## src/sv/bfca_ram.sv

```systemverilog
// ----------------------------------------------------------------------------
// bfca_ram
// Generic single-write, single-read RAM with registered read data.
// ----------------------------------------------------------------------------
module bfca_ram #(
  parameter int WIDTH = 8,
  parameter int DEPTH = 16
) (
  input  logic                     clk,
  input  logic                     we,
  input  logic [$clog2(DEPTH)-1:0] waddr,
  input  logic [WIDTH-1:0]         wdata,
  input  logic [$clog2(DEPTH)-1:0] raddr,
  output logic [WIDTH-1:0]         rdata
);

  logic [WIDTH-1:0] mem [DEPTH];

  // Write and registered read
  always_ff @(posedge clk) begin
    if (we) begin
      mem[waddr] <= wdata;
    end
    rdata <= mem[raddr];
  end

endmodule

```

## config.mk

```make
export PLATFORM = sky130hd
export DESIGN_NAME = bfca_ram
export DESIGN_NICKNAME = d
export VERILOG_FILES = /design/src/sv/bfca_ram.sv
export SDC_FILE = /design/constraint.sdc
export NUM_CORES = 1
export LEC_CHECK = 0
export BUFFER_PORTS_ARGS = -buffer_cell sky130_fd_sc_hd__buf_4
export CORE_ASPECT_RATIO = 1.4
export CORE_MARGIN = 4
export CORE_UTILIZATION = 54
export DETAILED_ROUTE_END_ITERATION = 12
export PLACE_DENSITY = 0.82
export SYNTH_ARGS = -nofsm -noshare
export SYNTH_HDL_FRONTEND = slang
export SYNTH_SLANG_ARGS = --single-unit
```

## constraint.sdc

```tcl
create_clock -name clk -period 1.55 [get_ports clk]
set_input_delay 0.0775 -clock clk [delete_from_list [all_inputs] [get_ports clk]]
set_output_delay 0.0775 -clock clk [all_outputs]
set_load 0.1 [all_outputs]
```

## Word-level counts from Yosys, hierarchy flattened

Memories as Yosys holds them, arrays and structs flattened. A register that Yosys moved wholly into a read port is not among the register bits.
Index checks and enable logic that the tools add are counted.

- Register bits: 0
- Memory bits (writable): 128
- Word-level logic and storage cells: 3
- Memories: 1

Memory list:

| name | words | bits a word | read ports | clocked after Yosys merged registers in | write ports | line | source |
|---|---|---|---|---|---|---|---|
| mem | 16 | 8 | 1 | 1 | 1 | 17 | `logic [WIDTH-1:0] mem [DEPTH];` |

- Mux-type cells: 2

Operators with widths:

| cell | number |
|---|---|
| two-way mux 1 bit | 2 |

## Logic depth before layout (Yosys ltp)

Gate-level depths: netlist (run 1).

- Word-level depth: 2
- Mapped depth: 5
- Gate-level depth less buffers: 3

## Worst setup path before layout (run 1)

OpenSTA, ideal clock, no wires.

- Path type: in2reg
- From: in waddr[2]
- To: mem mem[0][0], enable pin
- Library setup time: 0.383 ns
- Arrival time: 1.187 ns
- Path slack: -0.020 ns
- Cell stages on the path: 2
- Buffers on the path: 0
- Cells stage by stage: or3b_2 -> nor3_1

RTL lines:

| item | line | source |
|---|---|---|
| start: declaration | 11 | `input logic [$clog2(DEPTH)-1:0] waddr,` |
| end: declaration | 17 |  |

No word-level cell before the write port.

==> results of run 1 <==
==> power groups by stage <==
stage	registers [W]	clock network [W]	logic, W
detailed placement	0.00422	0	0.000592
finish	0.00415	0.00398	0.000613
floorplan	0.00438	0	0.000209
global route	0.00415	0.00421	0.000646
global placement	0.00421	0	0.000578
CTS	0.00415	0.00403	0.000618
==> area by class of cell <==
cell class                 instances  area, um^2  share of cell area, %
clock buffer                      25       515.5                  8.176
clock inverter                     7       88.84                  1.409
multi-input combinational         83        1062                  16.85
sequential                       136        4004                  63.50
tap                              107       133.9                  2.123
timing repair buffer              59       500.5                  7.938
==> cells in the final DEF, fill, tap and decap left out, types with 3 or more instances in the layout <==
cell type,count
a22oi_1,16
buf_12,3
buf_4,48
clkbuf_16,17
clkbuf_8,6
clkinv_2,4
dfxtp_1,8
dlygate4sd3_1,8
edfxtp_1,128
mux4_1,14
mux4_2,18
nand2_1,9
nor2_1,13
nor3_1,3
==> per-stage QoR <==
| stage | hold slack (ps) | worst slack, ps |
|---|---|---|
| 2_1_floorplan | 176.4 | 206.4 |
| 3_3_place_gp | 370.4 | 96.34 |
| 3_5_place_dp | 380.5 | 59.84 |
| 4_1_cts | 167.4 | 134.4 |
| 5_1_grt | 183.8 | 68.26 |
| 6_report | 187.5 | 127.9 |
==> worst min-delay path: cells and delay by family <==
| kind | cells | cell delay (ps) |
|---|---|---|
| buf+inv | 2 | 270 |
| simple gates | 1 | 70 |
==> kinds of logic after synthesis <==
family                 Yosys count  share of synthesized area [%]
AOI/OAI and AO/OA               16                          2.334
buffers and inverters           10                          1.677
DFF                            136                          77.78
muxes                           32                          15.02
and+or+nand+nor                 35                          3.184
==> final timing paths <==
check | from | end | slack (ps) | depth (start not counted)
setup / recovery | mem[1][3]$_DFFE_PP_ | rdata[3]$_DFF_P_ | 130 | 3
hold / removal | waddr[0] | mem[4][5]$_DFFE_PP_ | 190 | 3
setup reg to reg | mem[1][3]$_DFFE_PP_ | rdata[3]$_DFF_P_ | 130 | 3
hold reg to reg | mem[14][4]$_DFFE_PP_ | rdata[4]$_DFF_P_ | 680 | 3
==> sequential cells by signal (all words and copies together), names as in the netlist <==
name   flops
mem      128
rdata      8
==> routing by layer <==
metal	track usage (%)	vias up	routed length, um
met5	0	-	0
met4	8.046	0	212
met3	5.478	16	620
met2	35.64	113	5685
met1	25.79	1313	4109
li1	-	1110	-
==> impl_metrics.ini, run 1 <==
[setup_path]
end_kind = register
path_max_fanout = 1
cp.required_ps = 1840
worstSetupPathType = reg -> reg
cp-start-kind = register
cp.arrival_ps = 1710
cpMaxStageDelayCell = mux4_1
path_cells = mux4_1 -> a22oi_1 -> nand2_1
cp.buffers_inverters = 0
critPathTopFamily = multiplexers
cpPeakStageDelay_ps = 520

[cells_and_area]
layout-drive-gt1-share_pct = 32.58
area_delta_synth_final_pct = 22.48
final_core_utilization_pct = 68.66
layout.nets = 315
final_cell_count_no_fill = 417
n_antenna_cell = 0
design_area_mm2 = 0.006305
fillCellCount = 538

[logic_synthesis]
synthTopCellsByArea = edfxtp_1 75%, mux4_2 7.9%, mux4_1 7.1%
avgSynthCellArea_um2 = 22.48
synth_edf_count = 128
yosys.area.top_type = edfxtp_1
synth_nets = 247
ys_seq_area_share_pct = 77.78
ys_types = 19
synth_top_area_share_pct = 74.67
synthTopCellsByCount = 128 x edfxtp_1, 18 x mux4_2, 16 x a22oi_1
ys.flop_type = edfxtp_1
synth_cells = 229
syn-cell-area_mm2 = 0.005147
synthArstFlopShare_pct = 0
synth_seq_cells = 136
synth_warnings = 0
synth_most_common_cell = edfxtp_1

[timing]
tns_ps = 0
fmax_mhz = 703.2
setup_violations = 0
slew-limit-headroom_pct = 73.79
tightest_slew_ps = 393.2
post-route-min-period_ps = 1422
fin_worst_skew_ps = 9.040
rsz0062_at_grt = false
drv_slew = 0
period_share_pct = 91.75
finalHoldViolCount = 0

[pwr]
power.share.combinational_pct = 7.0
p_leak_nw = 2.204
p_switching_w = 0.001797
switching_share_pct = 20.56
ir_drop_v = 0.0008731
clkPwrFrac_pct = 45.6
p_seq_share_pct = 47.4
power_w = 0.008742
cellPowerDensity_mw_per_mm2 = 1387
p_int_w = 0.006945

[placement]
gp_congestion = 0.8079
post_dp_cell_area_mm2 = 0.005620
port_buffers = 25
dp_cells = 377
place_hpwl_mm = 6.493

[cts]
cts_tree = yes
cts_htree_levels = 4
postCtsSetupBuffers = 0
ctsHoldBuffers = 8
cts_buffer_depth = 2
path_clk_slew_ps = 50
cts_resized = 0
cts_num_sinks = 136
cts-root-buf = clkbuf_16
insertion_delay_ps = 410
cts_made_buffers = 17

[drt]
drtIter0Drc = 259
num_vias = 2552
drtAntennaViolNets = 0
drtPass1Iterations = 5
postRouteWirelength_mm = 10.63
vias_per_cell = 6.120
route.detailed.drc = 0
wl_per_cell_um = 25.49

[grt]
grt_usage_pct = 20.88
grt_pass1_wl_mm = 16.28
grt_pass1_vias = 2677
gr-total-overflow = 0
grt_start_max_net_pins = 18
antenna_found_initial = 0

[hold_path]
min_path_type = in -> reg

[floorplanning]
io_pins = 26
dieArea_mm2 = 0.01118
die_height_um = 123.5
start_util_pct = 56.06
row_count = 41
die_x_um = 90.52
fp.coreArea_mm2 = 0.009183

[run_status]
status = finished, final reports clean

[run]
maxCapViolations = 0
No activity file was read; power rests on OpenSTA's default activity.
==> inputs of run 2 (changes only) <==
- ABC_AREA: unset -> 1
- CORE_UTILIZATION: 54 -> 30
- PLACE_DENSITY: 0.82 -> 0.54
==> run 2 against run 1 <==
Clock skew down 4.5 ps. Clock power up 4%. Combinational power up 16%. Synthesized cell count up 140%. Sequential cell count unchanged. Register-to-register slack better by 380 ps. Critical path type is now reg -> out. Largest power group unchanged.
==> impl_metrics.ini, run 2 <==
[floorplanning]
die_x_um = 125.2
dieArea_mm2 = 0.02154
fp.coreArea_mm2 = 0.01875
die_height_um = 172.0
start_util_pct = 30.76
io_pins = 26
row_count = 59

[timing]
rsz0062_at_grt = false
drv_slew = 0
slew-limit-headroom_pct = 63.29
setup_violations = 0
fmax_mhz = 838.1
tightest_slew_ps = 550.1
period_share_pct = 76.98
fin_worst_skew_ps = 4.541
setup_slack_ps = 356.9
post-route-min-period_ps = 1193
tns_ps = 0
finalHoldViolCount = 0

[logic_synthesis]
synth_compound_area_share_pct = 0
ys_seq_area_share_pct = 69.43
ys_types = 12
synth_seq_cells = 136
synth_nets = 569
synthAdderAreaFrac_pct = 0
synthArstFlopShare_pct = 0
synth_top_family_by_area = simple AND/OR/NAND/NOR gates
avgSynthCellArea_um2 = 10.47
synthTopCellsByArea = edfxtp_1 67%, nand2_1 11%, nand3_1 8.4%
yosys.area.top_type = edfxtp_1
syn-cell-area_mm2 = 0.005767
synth_most_common_cell = nand2_1
synth-simple-area-share_pct = 21.05
ys.flop_type = edfxtp_1
synth_top_area_share_pct = 66.65
synth_cells = 551
synthTopCellsByCount = 173 x nand2_1, 128 x edfxtp_1, 100 x inv_1
synth-xor-area-share_pct = 0
synthMuxAreaShare_pct = 0
synth_warnings = 0
synth_edf_count = 128

[setup_path]
end_kind = output port
cpPeakStageDelay_ps = 390
cp.buffers_inverters = 1
ff2ff_path_depth = 6
crit_path_end = rdata[0]
reg2reg_to = rdata[4]$_DFF_P_
cp.required_ps = 1470
cp-start-kind = register
r2r_slack_ps = 510
path_max_fanout = 1
path_cells = buf_4
cp.depth = 1
startpoint = rdata[0]$_DFF_P_
r2r_start = mem[7][4]$_DFFE_PP_
cpMaxStageDelayCell = dfxtp_1
cp.arrival_ps = 1120
critPathTopFamily = flip-flops
worstSetupPathType = reg -> out

[cts]
cts_tree = yes
path_clk_slew_ps = 60
cts-root-buf = clkbuf_16
cts_resized = 0
cts_num_sinks = 136
cts_made_buffers = 17
cts_buffer_depth = 2
insertion_delay_ps = 410
postCtsSetupBuffers = 0
ctsHoldBuffers = 1
cts_htree_levels = 4

[cells_and_area]
fillCellCount = 1896
final_common_cell = nand2_1
largest_reg_flops = 128
multi_input_area_mm2 = 0.001214
layout-drive-gt1-share_pct = 12.56
final_cell_mix = 173 x nand2_1, 128 x edfxtp_1, 100 x inv_1
final_cell_count_no_fill = 849
reg_top3 = mem (128), rdata (8)
seq_area_mm2 = 0.004004
area_delta_synth_final_pct = 19.77
layout.nets = 611
n_antenna_cell = 0
design_area_mm2 = 0.006907
top_register = mem

[placement]
place_ws_ps = 253.8
place_hpwl_mm = 8.980
port_buffers = 25
gp_congestion = 0.7954
post_dp_cell_area_mm2 = 0.006289
dp_cells = 817

[pwr]
p_leak_nw = 2.956
power_w = 0.008980
cellPowerDensity_mw_per_mm2 = 1300
ir_drop_v = 0.0006785

[drt]
postRouteWirelength_mm = 13.95
wl_per_cell_um = 16.43
route.detailed.drc = 0
drtPass1Iterations = 5
drtIter0Drc = 252
drtAntennaViolNets = 0
num_vias = 3811
vias_per_cell = 4.489

[grt]
grt_usage_pct = 13.34
gr-total-overflow = 0
grt_start_max_net_pins = 65
grt_pass1_vias = 3821
grt_pass1_wl_mm = 21.36
antenna_found_initial = 0

[hold_path]
min_path_type = in -> reg
hold_depth = 1

[run_status]
status = finished, final reports clean

[run]
maxCapViolations = 0
-- run 2: cell count changes after synthesis, moves of 2 or more --
cell / delta
nand2b_1: -2
inv_2: +2
buf_2: +10
nand2_1: +164
nor2_1: +4
buf_6: +3
mux4_2: -18
inv_1: +100
a22oi_1: -16
mux4_1: -14
buf_4: +3
nor3_1: -4
clkdlybuf4s25_2: -3
nand3_1: +96
-- run 2: metal layers --
layer	track usage, %	vias up	wire (um)
li1	-	1852	-
met1	14.73	1841	5095
met2	25.45	97	7978
met3	1.916	21	583
met4	5.849	0	296
met5	0	-	0
-- run 2: stage by stage --
step           utilization, %  hold WS (ps)
2_1_floorplan               -         176.4
3_3_place_gp            33.54         412.3
3_5_place_dp            33.54         423.0
4_1_cts                 36.83         20.06
5_1_grt                 36.83         18.40
6_report                36.83         25.39
-- run 2: cells by family after synthesis --
kind of cell,count (synthesis)
DFF,136
and+or+nand+nor,289
buffers and inverters,126
-- run 2: power breakdown --
group | internal, W | leakage, nW | switching, W
clock network | 0.00266 | 0.291 | 0.00146
registers | 0.00411 | 1.22 | 0.0000312
logic | 0.000182 | 1.44 | 0.000529
-- run 2: how the worst min path moves through the flow --
stage	from	slack, ps	end
floorplan	wdata[0]	180	mem[0][0]$_DFFE_PP_
global placement	raddr[3]	410	rdata[2]$_DFF_P_
detailed placement	raddr[3]	420	rdata[4]$_DFF_P_
CTS	wdata[2]	20	mem[5][2]$_DFFE_PP_
global route	wdata[2]	20	mem[0][2]$_DFFE_PP_
finish	wdata[2]	30	mem[0][2]$_DFFE_PP_
-- run 2: cell type report --
| class | instances | area share [%] |
|---|---|---|
| repair buffers | 47 | 5.688 |
| inverters | 102 | 5.543 |
| multi-input cells | 289 | 17.57 |
| well taps | 244 | 4.420 |
| clock buffers | 17 | 6.159 |
| clock inverters | 14 | 2.645 |
| flip-flops and latches | 136 | 57.97 |
