[config.mk]
export PLATFORM = sky130hd
export DESIGN_NAME = bfca_scan
export DESIGN_NICKNAME = d
export VERILOG_FILES = /design/src/sv/bfca_pkg.sv /design/src/sv/bfca_scan.sv
export SDC_FILE = /design/constraint.sdc
export NUM_CORES = 1
export LEC_CHECK = 0
export BUFFER_PORTS_ARGS = -buffer_cell sky130_fd_sc_hd__buf_2
export CAP_MARGIN = 25
export CORE_AREA = 2 2 252 254
export DETAILED_ROUTE_END_ITERATION = 10
export DIE_AREA = 0 0 254 256
export GPL_TIMING_DRIVEN = 0
export PLACE_DENSITY = 0.6
export REMOVE_ABC_BUFFERS = 1
export SETUP_SLACK_MARGIN = 0.4
export SKIP_LAST_GASP = 1
export SLEW_MARGIN = 20
export SYNTH_ARGS = -nofsm -noshare
export SYNTH_HDL_FRONTEND = slang
export SYNTH_SLANG_ARGS = --single-unit
export TNS_END_PERCENT = 1
[constraint.sdc]
create_clock -name clk -period 15.3 [get_ports clk]
set_input_delay 3.825 -clock clk [delete_from_list [all_inputs] [get_ports clk]]
set_output_delay 3.825 -clock clk [all_outputs]
set_load 0.05 [all_outputs]
[src/sv/bfca_pkg.sv]
// ----------------------------------------------------------------------------
// bfca_pkg
// Shared constants, codes and types of the best-fit coalescing allocator.
// ----------------------------------------------------------------------------
package bfca_pkg;

  localparam int FREE_ENTRIES = 32;
  localparam int ADDR_BITS    = 48;
  localparam int IDX_BITS     = $clog2(FREE_ENTRIES);
  localparam int GRAN_BITS    = 5;
  localparam int CFG_IDX_BITS = 2;
  localparam int ENTRY_BITS   = 2 * ADDR_BITS;

  typedef logic [ADDR_BITS-1:0] addr_t;
  typedef logic [IDX_BITS-1:0]  idx_t;

  // Request opcodes
  typedef enum logic {
    OP_ALLOC = 1'b0,
    OP_FREE  = 1'b1
  } opcode_t;

  // Result status codes
  typedef enum logic [1:0] {
    STAT_OK      = 2'd0,
    STAT_RESERVE = 2'd1,
    STAT_FULL    = 2'd2
  } status_t;

  // Configuration register indexes
  typedef enum logic [CFG_IDX_BITS-1:0] {
    CFG_BASE    = 2'd0,
    CFG_RESERVE = 2'd1,
    CFG_GRANULE = 2'd2
  } cfg_idx_t;

  // Sequencer states
  typedef enum logic [3:0] {
    S_IDLE,
    S_SCAN,
    S_SUM,
    S_CONS,
    S_NEED,
    S_QUOT,
    S_GROW,
    S_TAIL,
    S_COMMIT
  } state_t;

  // Findings of one pass over the free table
  typedef struct packed {
    logic  best_found;
    idx_t  best_idx;
    addr_t best_start;
    addr_t best_len;
    logic  top_found;
    idx_t  top_idx;
    addr_t top_start;
    addr_t top_len;
    logic  dup;
    logic  succ_found;
    idx_t  succ_idx;
    addr_t succ_len;
    logic  pred_found;
    idx_t  pred_idx;
    addr_t pred_start;
    addr_t pred_len;
  } scan_res_t;

endpackage

[src/sv/bfca_scan.sv]
// ----------------------------------------------------------------------------
// bfca_scan
// Walks the free table one entry a cycle and tracks the best fit, the top
// block, a duplicate start, the successor and the predecessor of a request.
// ----------------------------------------------------------------------------
module bfca_scan import bfca_pkg::*; (
  input  logic                    clk,
  input  logic                    rst,
  input  logic                    start,
  input  addr_t                   size,
  input  addr_t                   addr,
  input  addr_t                   succ_addr,
  input  logic [FREE_ENTRIES-1:0] valid,
  input  logic [ENTRY_BITS-1:0]   rdata,
  output idx_t                    raddr,
  output logic                    done,
  output scan_res_t               res
);

  localparam idx_t LAST = idx_t'(FREE_ENTRIES - 1);

  logic  busy;
  idx_t  cnt;
  logic  rv;
  idx_t  ridx;
  addr_t e_start;
  addr_t e_len;
  logic  e_v;
  logic  take_best;
  logic  take_top;
  logic  take_succ;
  logic  take_pred;

  assign raddr   = cnt;
  assign e_start = rdata[ENTRY_BITS-1:ADDR_BITS];
  assign e_len   = rdata[ADDR_BITS-1:0];
  assign e_v     = valid[ridx];

  // Compare the returned entry against the running picks
  always_comb begin
    take_best = e_v && (e_len >= size) &&
                (!res.best_found || (e_len < res.best_len) ||
                 ((e_len == res.best_len) && (e_start < res.best_start)));
    take_top  = e_v && (!res.top_found || (e_start > res.top_start));
    take_succ = e_v && !res.succ_found && (e_start == succ_addr);
    take_pred = e_v && !take_succ && (e_start < addr) &&
                (!res.pred_found || (e_start > res.pred_start));
  end

  // Advance the read address
  always_ff @(posedge clk) begin
    if (rst) begin
      busy <= 1'b0;
      cnt  <= '0;
      rv   <= 1'b0;
      done <= 1'b0;
    end else begin
      rv   <= busy;
      done <= rv && (ridx == LAST);
      if (start) begin
        busy <= 1'b1;
        cnt  <= '0;
      end else if (busy) begin
        cnt <= cnt + idx_t'(1);
        if (cnt == LAST) begin
          busy <= 1'b0;
        end
      end
    end
  end

  always_ff @(posedge clk) begin
    ridx <= cnt;
  end

  // Accumulate the picks
  always_ff @(posedge clk) begin
    if (rst || start) begin
      res.best_found <= 1'b0;
      res.top_found  <= 1'b0;
      res.dup        <= 1'b0;
      res.succ_found <= 1'b0;
      res.pred_found <= 1'b0;
    end else if (rv) begin
      if (take_best) begin
        res.best_found <= 1'b1;
        res.best_idx   <= ridx;
        res.best_start <= e_start;
        res.best_len   <= e_len;
      end
      if (take_top) begin
        res.top_found <= 1'b1;
        res.top_idx   <= ridx;
        res.top_start <= e_start;
        res.top_len   <= e_len;
      end
      if (e_v && (e_start == addr)) begin
        res.dup <= 1'b1;
      end
      if (take_succ) begin
        res.succ_found <= 1'b1;
        res.succ_idx   <= ridx;
        res.succ_len   <= e_len;
      end
      if (take_pred) begin
        res.pred_found <= 1'b1;
        res.pred_idx   <= ridx;
        res.pred_start <= e_start;
        res.pred_len   <= e_len;
      end
    end
  end

endmodule

# Word-level counts from Yosys, hierarchy flattened
# Cells that the tools add are included.
dict set report classes {
  n_reduce_logical 31
  mux 5
  n_addsub 1
  n_lt_le_gt_ge 7
  bitwise_logic 1
  eq_ne 5
}
# cell count
set op_table {}
lappend op_table {{48-bit == test} 3}
lappend op_table {{48-bit < comparator} 3}
lappend op_table {{48-bit > comparator} 2}
lappend op_table {{48-bit >= comparator} 1}
lappend op_table {{3-bit AND reduction} 4}
lappend op_table {{1-bit logical AND} 11}
lappend op_table {{5-bit == test (second input constant)} 2}
lappend op_table {{2-bit AND reduction} 5}
lappend op_table {{5-bit by 6-bit < comparator with 1-bit output (second input constant)} 1}
lappend op_table {{5-bit by 1-bit adder with 5-bit output (second input constant)} 1}
lappend op_table {{1-bit binary-select mux with 5-bit select} 1}
lappend op_table {{1-bit logical NOT} 5}
lappend op_table {{1-bit logical OR} 5}
lappend op_table {{1-bit two-way mux} 4}
lappend op_table {{2-bit OR reduction} 1}
lappend op_table {{1-bit NOT} 1}
dict set report word_totals {
  output_inout_bits 367
  register_bits 374
  inputBits 275
  word_cells 71
}

# Depth between registers and ports, before layout
# Gate-level depths: netlist of the first run.
dict set report depth {
  word_depth 9
  mapped_depth 10
  ltp_nobuf 10
}

# Worst setup path before layout of the first run
# Ideal clock, no wire load.
dict set report synth_timing {
  path_type {input -> register}
  from {input port rdata[95]}
  to {register res[0] (netlist bit), enable pin}
  arrival_ns 12.217
  path_buffers 0
  setup_ns 0.685
  slack_ns 2.398
  stages 7
  required_time_ns 14.615
  path_cell_list {ha_1 -> nand4_1 -> or2_2 -> or4_1 -> nor3_1 -> a211oi_1 -> nor3_1}
}
dict set report synth_via {
  elab_chain_len 7
  elab_cells_between_ends 10
  classes_between {order compare: 2; eq/ne: 1; reduce/logical: 7}
}
# element line_no
set synth_rtl {}
lappend synth_rtl {{start, declared} bfca_scan.sv:14} ;# input logic [ENTRY_BITS-1:0] rdata,
lappend synth_rtl {{parallel branches: the longest is 5 deep, another holds 48-bit < comparator} -}
lappend synth_rtl {{1-bit logical AND (*)} bfca_scan.sv:46} ;# take_pred = e_v && !take_succ && (e_start < addr) &&
lappend synth_rtl {{3-bit AND reduction (no line) (*)} -}
lappend synth_rtl {{end, declared} bfca_scan.sv:17} ;# output scan_res_t res
# Every way passes the cells marked *.
# A chain may end at the register's enable or synchronous reset.

# Worst setup path in the final report of the first run
dict set report layout_timing {
  from {input port rdata[95]}
  to {register res[22] (netlist bit), enable pin}
}
# The elaborated chain is that of the path after synthesis.

==> summary.md, run 1 <==
| Metric | Value |
|---|---|
| Number of library cell types mapped by synthesis | `52` |
| DR iter-0 viols | `923` |
| Crit-path max FO | `9` |
| Post-synth EDFFs | `356` |
| Synth area leader | `edfxtp_1` |
| H-tree Lvls | `2` |
| Yosys warning total | `0` |
| Crit. End Element | `register` |
| Drt via density | `4.83` |
| Routed Antenna Nets | `0` |
| Initial antenna violation count | `8` |
| Synth top area share | `55.5%` |
| Status | `completed` |
| Final min period | `7720 ps` |
| # setup viols final | `0` |
| Fin nets | `2780` |
| Clock Path Buffers | `3` |
| Worst Path Required | `15580 ps` |
| Placed Area | `23900 um^2` |
| Final Max Slew Viols | `0` |
| Initial Util | `30.9%` |
| Worst r2r src | `res[93]` |
| Row count | `92` |
| Hold path cells | `0` |
| Crit path top cell by count | `buf_4` |
| CTS buffer count | `45` |
| Global-route wire length before repair | `97900 um` |
| WL/cell | `22.1 um` |
| Path depth of the worst reg2reg path | `13` |
| Async SR Flop Fraction | `0%` |
| # hold bufs at CTS | `0` |
| Ys flop type | `edfxtp_1` |
| Design Power | `2.42 mW` |
| Layout cells sized above 1 | `33.2%` |
| Slew headroom | `32.8%` |
| RePlAce Congestion | `0.903` |
| Die Y | `256 um` |
| DP Wirelength | `55000 um` |
| Leak | `11.8 nW` |
| Port bufs | `641` |
| Core Region | `62400 um^2` |
| Final core area utilization | `40.6%` |
| CP arrival | `8000 ps` |
| Top post-synthesis cells by area | `edfxtp_1 55%, ha_1 19%, inv_1 5.8%` |
| CTS root buf | `clkbuf_16` |
| Clk_lat worst skew | `590 ps` |
| RSZ-0062 raised after global routing | `false` |
| Final worst path period share | `50.5%` |
| Worst slew pin tran | `999 ps` |
| Register area share after synthesis | `57.3%` |
| DIE AREA | `65000 um^2` |
| Post-CTS Resized | `0` |
| Max Clock Freq | `129 MHz` |
| # clock sinks | `374` |
| Num ports | `642` |
| CTS tree | `built` |
| Worst setup path startpoint | `rdata[95]` |
| Fin Clk Skew | `24.3 ps` |
| Syn Area/Cell | `12.8 um^2` |
| Synth Instances | `1506` |
| Critical path's slowest cell | `or4_1` |
| Top-count cell post-synth | `edfxtp_1` |
| Post-layout instance area | `25300 um^2` |
| Synthesized flop and latch total | `374` |
| Crit path cell chain | `buf_2 -> ha_1 -> nand4_1 -> or2_2 -> or4_1 -> nor3_1 -> a211oi_1 -> nor3_2 -> buf_6 -> buf_4 -> buf_6 -> buf_4 -> buf_4` |
| Crit start category | `input port` |
| Post-route DRC | `0` |
| Vias in the first global route | `15460` |
| # Max-Cap Violations | `0` |
| Top cells by count, synth | `356 x edfxtp_1, 298 x inv_1, 289 x ha_1` |
| 1st-pass router iterations | `5` |
| Total GRT Usage | `20.5%` |
| Die width | `254 um` |
| Post-Syn Area | `19300 um^2` |
| Worst IR Drop VDD | `0.0786 mV` |
| GRT Residual Overflow | `0` |
| Final wirelength | `68500 um` |
| Clock Pin Slew Worst Setup and Hold Paths | `50 ps` |
| Hold Violations, Final | `0` |
| Max incr delay on CP | `650 ps` |
| Min-delay src | `raddr[4]` |
| Postcts setup bufs | `0` |
| Layout area overhead | `31.4%` |
| Pwr per Cell Area | `95.5 nW/um^2` |
| CP Class | `in2reg` |
| Vias | `14991` |
| Worst hold-check path type | `reg2reg` |
| Largest net degree at the start of global routing | `43` |
==> area by class of cell <==
cell class	instances	area (um^2)
tap	846	1060
clock inverter	25	231
inverter	298	1120
fill	6001	37100
multi-input combinational	830	7120
sequential	374	11100
antenna	3	7.51
clock buffer	59	1190
timing repair buffer	667	3560
==> registers in the layout (all words and copies together), names as in the netlist <==
register and count:
ridx 5, done 1, busy 1, rv 1, raddr 5, res 361
==> stage by stage <==
stage | setup TNS [ps] | cells | worst slack [ps] | hold slack, ps
global route | 0 | 3101 | 7480 | 424
finish | 0 | 3102 | 7580 | 397
global placement | -482040 | 2989 | -4790 | 390
detailed placement | 0 | 3015 | 6950 | 393
floorplan | 0 | 1502 | 2400 | 440
CTS | 0 | 3099 | 7570 | 403
==> final timing paths <==
path	slack, ps	endpoint
worst min register to register	400	ridx[4]
worst max register to register	10750	res[22]
worst max-delay path	7580	res[22]
worst min-delay path	400	ridx[4]
==> cells by family after synthesis <==
kind of cell,after synthesis,share of synthesized area (%)
adder cells (fa/ha/maj),289,18.8
XOR/XNOR,43,1.95
multiplexers,13,1.32
flip-flops,374,57.3
AND/OR/NAND/NOR,241,6.63
buffers and inverters,302,5.90
AO/OA/AOI/OAI,244,8.11
==> layer usage <==
metal	GRT usage [%]	wire (um)
met5	0	46
met4	8.55	2870
met2	34.7	33200
met3	5.06	5140
met1	24.8	27200
==> report_power, final <==
part / leakage [nW] / internal (mW) / switching, mW
logic: 7.80 / 0.0937 / 0.151
clock network: 0.682 / 0.601 / 0.442
registers: 3.36 / 1.13 / 0.00426
==> worst max-delay path, delay by kind of cell <==
kind	cells	cell delay (ps)
AOI/OAI and AO/OA	1	170
adders and majority gates	1	360
buffers and inverters	6	1150
and+or+nand+nor	5	2460
==> cells in the final DEF (no fill, tap or decap), types with 41 or more instances in the layout <==
master | netlist | layout
a21o_1 | 55 | 55
ha_1 | 289 | 289
a21oi_1 | 80 | 79
o21ai_0 | 43 | 43
inv_1 | 298 | 298
nand4_1 | 58 | 58
buf_2 | 0 | 642
clkbuf_16 | 0 | 45
edfxtp_1 | 356 | 356
nor2_1 | 42 | 41
nand2_1 | 46 | 46
Power figures use the tool's default switching activity.
==> inputs of run 2 (changes only) <==
Settings changed: ABC_AREA from default to 1, CORE_AREA 2 2 252 254 to 2 2 251 253, DIE_AREA 0 0 254 256 to 0 0 253 255, PLACE_DENSITY 0.6 to 0.64.
Clock period 15.3 ns to 6.9 ns, I/O delays scaled along.
==> run 2 against run 1 <==
Net effect: synthesized area increased by 4.4%; clock-buffer cell count decreased by 6; cell area increased by 2.8%; wire length is 4.3% higher; power up 120%; critical endpoint is now res[1]; highest routed layer unchanged.
==> summary.md, run 2 <==
| Metric | Value |
|---|---|
| Slew headroom | `41.3% (was 32.8%)` |
| Top Usage Layer GRT | `met2 (unchanged)` |
| H-tree Lvls | `2 (unchanged)` |
| Fin cells | `3465 (was 3102)` |
| Setup TNS Final | `0 ps (unchanged)` |
| DP Wirelength | `57400 um (was 55000 um)` |
| Top cells by count, synth | `412 x inv_1, 375 x nand2_1, 356 x edfxtp_1 (was 356 x edfxtp_1, 298 x inv_1, 289 x ha_1)` |
| 1st-pass router iterations | `5 (unchanged)` |
| Post-route DRC | `0 (unchanged)` |
| Hold Violations, Final | `0 (unchanged)` |
| CTS buffer count | `42 (was 45)` |
| Largest register FFs | `361 (unchanged)` |
| GR Util met3 | `6.09% (was 5.06%)` |
| Worst Path Required | `7160 ps (was 15580 ps)` |
| Synth top area share | `53.1% (was 55.5%)` |
| Post-Syn Area | `20100 um^2 (was 19300 um^2)` |
| Die width | `253 um (was 254 um)` |
| Grt met2 use | `38.5% (was 34.7%)` |
| Drt via density | `4.66 (was 4.83)` |
| Layout cells sized above 1 | `27.7% (was 33.2%)` |
| Postcts setup bufs | `0 (unchanged)` |
| CP arrival | `4710 ps (was 8000 ps)` |
| Max Clock Freq | `225 MHz` |
| Vias in the first global route | `15504 (was 15460)` |
| Worst hold-check path type | `reg2reg (unchanged)` |
| Top post-synthesis cells by area | `edfxtp_1 53%, ha_1 18%, inv_1 7.7% (was edfxtp_1 55%, ha_1 19%, inv_1 5.8%)` |
| CTS tree | `built (unchanged)` |
| Ys flop type | `edfxtp_1 (unchanged)` |
| GR met1 Demand/Resource | `23.3% (was 24.8%)` |
| Synth area leader | `edfxtp_1 (unchanged)` |
| RePlAce Congestion | `0.905 (was 0.903)` |
| Worst IR Drop VDD | `0.228 mV (was 0.0786 mV)` |
| Crit. End Element | `register (unchanged)` |
| Leak | `12.8 nW (was 11.8 nW)` |
| WL/cell | `20.6 um (was 22.1 um)` |
| Design Power | `5.35 mW (was 2.42 mW)` |
| Final worst path period share | `64.5%` |
| # hold bufs at CTS | `0 (unchanged)` |
| Core Region | `62200 um^2 (was 62400 um^2)` |
| Syn Area/Cell | `10.4 um^2 (was 12.8 um^2)` |
| DIE AREA | `64500 um^2 (was 65000 um^2)` |
| Clock Path Buffers | `3 (unchanged)` |
| Critical path's slowest cell | `nor3b_1 (was or4_1)` |
| Largest Register | `res (unchanged)` |
| Post-CTS Resized | `0 (unchanged)` |
| Synthesized flop and latch total | `374 (unchanged)` |
| Initial Util | `32.4% (was 30.9%)` |
| Final Max Slew Viols | `0 (unchanged)` |
| Max incr delay on CP | `500 ps (was 650 ps)` |
| Pwr per Cell Area | `206 nW/um^2 (was 95.5 nW/um^2)` |
| CP Class | `in2reg (unchanged)` |
| GRT Residual Overflow | `0 (unchanged)` |
| Worst slew pin tran | `880 ps (was 999 ps)` |
| Crit-path max FO | `25 (was 9)` |
| Fillers | `6065 (was 6001)` |
| Largest net degree at the start of global routing | `57 (was 43)` |
| # Max-Cap Violations | `0 (unchanged)` |
| Initial antenna violation count | `10 (was 8)` |
| Num ports | `642 (unchanged)` |
| DR iter-0 viols | `843 (was 923)` |
| Placed Instances | `3383 (was 3015)` |
| Row count | `92 (unchanged)` |
| Port bufs | `641 (unchanged)` |
| Crit start category | `input port (unchanged)` |
| RSZ-0062 raised after global routing | `false (unchanged)` |
| Synth Instances | `1932 (was 1506)` |
| Yosys warning total | `0 (unchanged)` |
| Top-count cell post-synth | `inv_1 (was edfxtp_1)` |
| Post-synth EDFFs | `356 (unchanged)` |
| Most common cell after layout, fill and taps aside | `buf_2 (unchanged)` |
| Number of library cell types mapped by synthesis | `32 (was 52)` |
| Crit path cell chain | `buf_2 -> ha_1 -> nand2_1 -> nor2_1 -> nor3b_1 -> nand3_1 -> inv_1 -> nand2_1 -> nand3_1 -> a21oi_1 -> nor2_4 -> buf_16 -> buf_16 -> buf_12 (was buf_2 -> ha_1 -> nand4_1 -> or2_2 -> or4_1 -> nor3_1 -> a211oi_1 -> nor3_2 -> buf_6 -> buf_4 -> buf_6 -> buf_4 -> buf_4)` |
| Total GRT Usage | `21.2% (was 20.5%)` |
| # setup viols final | `0 (unchanged)` |
| Layout area overhead | `29.4% (was 31.4%)` |
| CTS root buf | `clkbuf_16 (unchanged)` |
| Async SR Flop Fraction | `0% (unchanged)` |
| Commonest cells after routing, fill and taps aside | `641 x buf_2, 411 x inv_1, 375 x nand2_1 (was 642 x buf_2, 356 x edfxtp_1, 298 x inv_1)` |
| Fin nets | `3192 (was 2780)` |
| Die Y | `255 um (was 256 um)` |
| Clk_lat worst skew | `580 ps (was 590 ps)` |
| Clock Pin Slew Worst Setup and Hold Paths | `60 ps (was 50 ps)` |
| # clock sinks | `374 (unchanged)` |
| Routed Antenna Nets | `0 (unchanged)` |
| Fin Clk Skew | `35.3 ps (was 24.3 ps)` |
| Status | `completed (unchanged)` |
| Global-route wire length before repair | `98900 um (was 97900 um)` |
| Final wirelength | `71400 um (was 68500 um)` |
| Final min period | `4450 ps` |
| Vias | `16140 (was 14991)` |
| Register area share after synthesis | `54.9% (was 57.3%)` |
## run 2: changes by cell type after synthesis, moves of 33 or more
| cell | previous run | this run |
|---|---|---|
| a21oi_1 | 80 | 138 |
| nand2_1 | 46 | 375 |
| nor2_1 | 42 | 124 |
| a21o_1 | 55 | 3 |
| inv_1 | 298 | 412 |
| nand4_1 | 58 | 25 |
## run 2: cells by family (layout without fill, tap and decap cells)
| family | Yosys count | in the layout | share of synthesized area [%] |
|---|---|---|---|
| AO/OA/AOI/OAI | 222 | 222 | 5.89 |
| adder cells (fa/ha/maj) | 289 | 289 | 18.0 |
| XOR/XNOR | 19 | 19 | 0.827 |
| other | 0 | 6 | 0 |
| buffers and inverters | 418 | 1146 | 7.95 |
| AND/OR/NAND/NOR | 610 | 610 | 12.5 |
| flip-flops | 374 | 374 | 54.9 |
## run 2: where the power goes
part | total [mW] | internal, mW | switching, mW | leakage [nW]
clock network | 2.26 | 1.29 | 0.968 | 0.661
registers | 2.51 | 2.50 | 0.00871 | 3.37
logic | 0.584 | 0.205 | 0.378 | 8.73
total | 5.35 | 4.00 | 1.36 | 12.8
## run 2: final timing paths
path | from | to | slack, ps | cells past startpoint
max | rdata[95] | res[1] | 2450 | 14
max reg2reg | ridx[1] | res[193] | 3380 | 11
min reg2reg | raddr[3] | ridx[3] | 390 | 0
min | raddr[3] | ridx[3] | 390 | 0
## run 2: layer usage
layer,wire (um),up-vias
met4,2920,4
li1,-,7866
met1,27000,7528
met3,5680,130
met5,23,-
met2,35800,612
## run 2: stage by stage
stage | setup WS [ps] | hold WS, ps | utilization (%) | instance area [um^2]
floorplan | -1240 | 484 | - | 20100
global placement | -5320 | 381 | 39.1 | 24300
detailed placement | 1810 | 383 | 39.7 | 24700
CTS | 2420 | 392 | 41.9 | 26000
global route | 2300 | 403 | 41.9 | 26000
finish | 2450 | 391 | 41.9 | 26000
## run 2: worst max-delay path, delay by kind of cell
| kind | cells | cell delay [ps] |
|---|---|---|
| adder cells (fa/ha/maj) | 1 | 360 |
| AND/OR/NAND/NOR | 7 | 1550 |
| buffers and inverters | 5 | 940 |
| AO/OA/AOI/OAI | 1 | 90 |
## run 2: layout make-up
| type | count | area, um^2 | area share, % |
|---|---|---|---|
| Clock buffer | 53 | 1140 | 4.39 |
| Multi-Input combinational cell | 1140 | 7500 | 28.8 |
| Inverter | 414 | 1560 | 6.00 |
| Tap cell | 799 | 1000 | 3.84 |
| Sequential cell | 374 | 11100 | 42.4 |
| Clock inverter | 23 | 215 | 0.826 |
| Timing Repair Buffer | 656 | 3550 | 13.6 |
| Antenna cell | 6 | 15.0 | 0.0576 |
